**config.mk**
```make
export PLATFORM = sky130hd
export DESIGN_NAME = rmrpy_cordic
export DESIGN_NICKNAME = d
export VERILOG_FILES = /design/src/rtl/rotation_matrix_to_roll_pitch_yaw_assert.svh /design/src/rtl/rmrpy_pkg.sv /design/src/rtl/rmrpy_cordic.sv
export SDC_FILE = /design/constraint.sdc
export NUM_CORES = 2
export LEC_CHECK = 0
export ABC_CLOCK_PERIOD_IN_PS = 11850
export BUFFER_PORTS_ARGS = -buffer_cell sky130_fd_sc_hd__clkbuf_2
export CAP_MARGIN = 40
export CORE_ASPECT_RATIO = 0.9
export CORE_MARGIN = 5
export CORE_UTILIZATION = 60
export DETAILED_ROUTE_END_ITERATION = 7
export PLACE_DENSITY = 0.85
export SYNTH_ARGS = -nofsm -noshare
export SYNTH_HDL_FRONTEND = slang
export SYNTH_SLANG_ARGS = --single-unit
```
**constraint.sdc**
```tcl
create_clock -name clk -period 11.85 [get_ports clk]
set_clock_uncertainty 0.1 [all_clocks]
set_input_delay 1.185 -clock clk [delete_from_list [all_inputs] [get_ports clk]]
set_output_delay 1.185 -clock clk [all_outputs]
set_load 0.1 [all_outputs]
```
**src/rtl/rotation_matrix_to_roll_pitch_yaw_assert.svh**
```systemverilog
// Assertion macros for the rotation matrix to roll, pitch and yaw block.
// Expects signals clk and rst in the scope where the macros are used.
`ifndef ROTATION_MATRIX_TO_ROLL_PITCH_YAW_ASSERT_SVH
`define ROTATION_MATRIX_TO_ROLL_PITCH_YAW_ASSERT_SVH

// same-cycle implication
`define RMRPY_ASSERT_NOW(lbl, ante, cons, msg) \
  lbl: assert property (@(posedge clk) disable iff (rst) (ante) |-> (cons)) else $error(msg);

// next-cycle implication
`define RMRPY_ASSERT_NEXT(lbl, ante, cons, msg) \
  lbl: assert property (@(posedge clk) disable iff (rst) (ante) |=> (cons)) else $error(msg);

`endif

```
**src/rtl/rmrpy_pkg.sv**
```systemverilog
// Shared types, constants and small functions for the roll, pitch and yaw block.
// No dependencies.
package rmrpy_pkg;

  localparam int MAT_W          = 16;
  localparam int MARGIN_W       = 11;
  localparam int ANGLE_W        = 16;
  localparam int PITCH_W        = 15;
  localparam int S20_W          = 22;
  localparam int RAD_W          = 42;
  localparam int ROOT_W         = 21;
  localparam int REM_W          = 23;
  localparam int SQRT_STEPS     = 21;
  localparam int CW             = 24;
  localparam int ZW             = 24;
  localparam int MAX_STEPS      = 24;
  localparam int ONE_Q14        = 16384;
  localparam int PITCH_LIMIT    = 12868;
  localparam int YAW_LOCK_Q13   = 6434;

  localparam logic signed [ZW-1:0] HALF_PI_Q20    = 24'sd1647099;
  localparam logic signed [ZW-1:0] QUARTER_PI_Q20 = 24'sd823550;

  typedef enum logic [1:0] {
    LOCK_NONE = 2'd0,
    LOCK_POS  = 2'd1,
    LOCK_NEG  = 2'd2
  } lock_t;

  typedef struct packed {
    lock_t                     lock;
    logic signed [MAT_W-1:0]   ry;
    logic signed [MAT_W-1:0]   rx;
    logic signed [MAT_W-1:0]   yy;
    logic signed [MAT_W-1:0]   yx;
    logic signed [S20_W-1:0]   s20;
  } side_t;

  function automatic logic signed [ZW-1:0] atan_step(input int unsigned i);
    logic signed [ZW-1:0] r;
    case (i)
      0:  r = 24'sd823550;
      1:  r = 24'sd486170;
      2:  r = 24'sd256879;
      3:  r = 24'sd130396;
      4:  r = 24'sd65451;
      5:  r = 24'sd32757;
      6:  r = 24'sd16383;
      7:  r = 24'sd8192;
      8:  r = 24'sd4096;
      9:  r = 24'sd2048;
      10: r = 24'sd1024;
      11: r = 24'sd512;
      12: r = 24'sd256;
      13: r = 24'sd128;
      14: r = 24'sd64;
      15: r = 24'sd32;
      16: r = 24'sd16;
      17: r = 24'sd8;
      18: r = 24'sd4;
      19: r = 24'sd2;
      20: r = 24'sd1;
      default: r = '0;
    endcase
    return r;
  endfunction

  // round Q.20 to Q3.13: add half an LSB, then floor
  function automatic logic signed [ZW-1:0] to_q13(input logic signed [ZW-1:0] z);
    logic signed [ZW-1:0] t;
    t = z + 24'sd64;
    return t >>> 7;
  endfunction

endpackage

```
**src/rtl/rmrpy_cordic.sv**
```systemverilog
// Pipelined vectoring CORDIC: atan2(y, x) in Q.20 radians, one stage per micro-rotation.
// Depends on rmrpy_pkg. All stages advance only at enable.
module rmrpy_cordic import rmrpy_pkg::*; #(
  parameter int STEPS = 14
) (
  input  logic                 clk,
  input  logic                 en,
  input  logic signed [CW-1:0] y_in,
  input  logic signed [CW-1:0] x_in,
  output logic signed [ZW-1:0] z_out
);

  logic signed [CW-1:0] xs [0:STEPS];
  logic signed [CW-1:0] ys [0:STEPS];
  logic signed [ZW-1:0] zs [0:STEPS];
  logic                 zero [0:STEPS];

  // move into the right half plane
  always_ff @(posedge clk) begin
    if (en) begin
      zero[0] <= (x_in == '0) && (y_in == '0);
      if (x_in < 0) begin
        if (y_in >= 0) begin
          xs[0] <= y_in;
          ys[0] <= -x_in;
          zs[0] <= HALF_PI_Q20;
        end else begin
          xs[0] <= -y_in;
          ys[0] <= x_in;
          zs[0] <= -HALF_PI_Q20;
        end
      end else begin
        xs[0] <= x_in;
        ys[0] <= y_in;
        zs[0] <= '0;
      end
    end
  end

  for (genvar i = 0; i < STEPS; i++) begin : g_step
    always_ff @(posedge clk) begin
      if (en) begin
        zero[i+1] <= zero[i];
        if (ys[i] >= 0) begin
          xs[i+1] <= xs[i] + (ys[i] >>> i);
          ys[i+1] <= ys[i] - (xs[i] >>> i);
          zs[i+1] <= zs[i] + atan_step(i);
        end else begin
          xs[i+1] <= xs[i] - (ys[i] >>> i);
          ys[i+1] <= ys[i] + (xs[i] >>> i);
          zs[i+1] <= zs[i] - atan_step(i);
        end
      end
    end
  end

  assign z_out = zero[STEPS] ? '0 : zs[STEPS];

endmodule

```
==> impl_metrics.ini <==
[place]
post-dp-hpwl_mm = 145
port_buffers = 73
place.gp.congestion = 0.955

[route]
drc = 0
routed-via-count = 61126
viasPerCell = 6.27
topRoutingLayerUsed = met4
detail_route.first_pass.iterations = 7
ant_nets = 0
drt_iter0_drc = 5679
wl_per_cell_microns = 19.4
met3_length_mm = 13.3
route.met2.wl_mm = 89.7
wl_met1_mm = 80.4
drt_wl_total_mm = 189

[cts]
post_cts_resized = 0
ctsHoldBuffers = 0
insertion_delay_ns = 0.75
cts_htree_levels = 3
clock-sinks = 965
cts_tree = yes
post_cts_buffers = 0
cts_buffer_depth = 3
cts_buffers = 104
clock-root-buffer = clkbuf_16
clkSlewWorstSetupHoldPaths_ns = 0.07

[sta]
timing.final.hold_violations = 0
finalSetupViolations = 0
finalCritPeriodShare = 0.554
period_needed_ns = 6.56
max_freq_mhz = 152
rsz0062_at_grt = no
slew_violations = 0
slew_headroom = 0.353
tightest_slew_ns = 0.970
setup-tns-final_ns = 0

[global_routing]
gr-usage-all-layers = 0.273
grt_pass1_vias = 58099
grt_pass1_wl_mm = 302
grt_max_degree = 172
gr-total-overflow = 0
antenna_found_initial = 0

[die]
ioPinCount = 74
coreArea_sq_um = 127000
die_height_microns = 349
dieArea_sq_um = 135000
initial_core_util = 0.603
fp.dieW_microns = 386
row_count = 124

[setup_path]
worstPathArrival_ns = 6.96
critPathKind = in -> reg
reg2regPathDepth = 15
cp-end-kind = register
cp.required_ns = 12.25
crit_fanout = 171
setup.worst_path.start_class = primary input

[layout]
drive_gt1_frac = 0.0427
syn2layout_area_growth_pct = 7.36
fill_cells = 9911
diodes = 0
layout.nets = 8841

[job]
drv_cap = 0

[yosys]
synth_area_per_cell_sq_um = 9.64
postSynth.asyncResetShare = 0
synth_edf_count = 965
synth-seq-area-share = 0.379
syn-num-nets = 8798
synthCells = 7926
synth-seq-cells = 965
ys_warn_count = 0
synthesis.area_sq_um = 76400
synthFlopType = edfxtp_1
synth.distinct_cells = 97

[worst_hold_path]
min_path_cells = 0
hold_path_class = reg -> reg

[outcome]
status = complete, no violations
## cells by family (layout without fill, tap and decap cells)
family,Yosys count,in the layout,synth area share
fa+ha+maj,828,828,0.139
simple gates,2207,2207,0.138
mux,60,60,0.00802
buf+inv,554,680,0.0276
compound gates,2216,2216,0.183
xor+xnor,1096,1096,0.126
flops,965,965,0.379
## worst paths after layout
| path | start | endpoint | slack (ns) |
|---|---|---|---|
| setup / recovery | en | ys[1][70] | 5.29 |
| hold / removal | zs[5][4] | zs[5][28] | 0.31 |
| setup reg to reg | ys[0][71] | ys[0][95] | 6.49 |
| hold reg to reg | zs[5][4] | zs[5][28] | 0.31 |
## routing by layer
layer  GRT usage  up-vias
met3      0.0365      407
li1            -    29323
met2       0.455     2307
met1       0.371    29089
met4      0.0853        0
met5           0        -
## synthesized netlist by cell type, types with 42 or more instances
cell type  instances  area (sq um)
o21ai_0          414          2070
and2_1            42           263
o41ai_1           49           429
xnor2_1          725          6350
nor2_1           695          2610
ha_1             786          9830
inv_1            361          1360
a211oi_1          74           556
edfxtp_1         965         29000
o31ai_1           93           698
nor3_1           226          1130
a21oi_1          709          3550
a21o_1           209          1570
and3_1            80           500
nand3_1          142           711
o21ai_1           91           455
xor2_1           371          3250
nor2b_1          107           669
o21a_1           102           766
o21bai_1          94           706
nor4_1            67           419
or3_1             84           526
clkbuf_1         138           518
nand2b_1         102           638
mux2i_1           50           500
nand2_1          503          1890
a31oi_1           63           394
## final cells by class
cell class | instances | area, sq um | share of cell area
Multi-Input combinational cell | 6407 | 45300 | 0.552
Sequential cell | 965 | 29000 | 0.353
Clock buffer | 119 | 2660 | 0.0324
Tap cell | 1701 | 2130 | 0.0259
Inverter | 377 | 1430 | 0.0174
Timing Repair Buffer | 114 | 773 | 0.00943
Clock inverter | 70 | 744 | 0.00908
## placed cells by master (no fill, tap or decap), types with 49 or more instances in the layout
| master | instances |
|---|---|
| o21ai_0 | 414 |
| nor4_1 | 67 |
| o21ai_1 | 91 |
| o41ai_1 | 49 |
| nand2b_1 | 102 |
| nand2_1 | 502 |
| clkbuf_2 | 73 |
| nor2_1 | 695 |
| inv_1 | 361 |
| mux2i_1 | 50 |
| a211oi_1 | 74 |
| nor2b_1 | 106 |
| nand3_1 | 142 |
| o31ai_1 | 93 |
| or3_1 | 84 |
| a31oi_1 | 63 |
| o21bai_1 | 94 |
| nor3_1 | 226 |
| xnor2_1 | 725 |
| edfxtp_1 | 965 |
| a21o_1 | 209 |
| ha_1 | 786 |
| a21oi_1 | 709 |
| clkbuf_16 | 104 |
| and3_1 | 80 |
| o21a_1 | 102 |
| xor2_1 | 371 |
## stage by stage
step | setup WS (ns) | area [sq um] | cells | util | hold WS, ns
5_1_grt | 4.91 | 82000 | 9753 | 0.647 | 0.325
3_5_place_dp | 4.71 | 78600 | 9562 | 0.620 | 0.305
4_1_cts | 5.52 | 82000 | 9751 | 0.647 | 0.311
2_1_floorplan | 6.32 | 76400 | 7926 | - | 0.300
6_report | 5.29 | 82000 | 9753 | 0.647 | 0.313
3_3_place_gp | 4.71 | 78500 | 9557 | 0.619 | 0.301
## registers in the layout, indices dropped and copies added (netlist names)
register / cells
zs: 338
zero: 15
xs: 299
ys: 313
## worst max-delay path, stage by stage
cell and delay, ns:
buf_8 0.42, buf_12 0.63, nand2_1 0.77, inv_1 0.60
buf_8 0.23, nor2_1 0.07, xor2_1 0.14, ha_1 0.34
a21oi_1 0.21, a2bb2oi_1 0.40, a311o_1 0.28, a31oi_1 0.13
o41ai_1 0.62, nor2b_1 0.10, or3_1 0.33, a21oi_1 0.18
xnor2_1 0.09
Power is left out: the tool's default activity adds up to more than one toggle a clock period on the data nets, which glitch-free logic cannot reach.
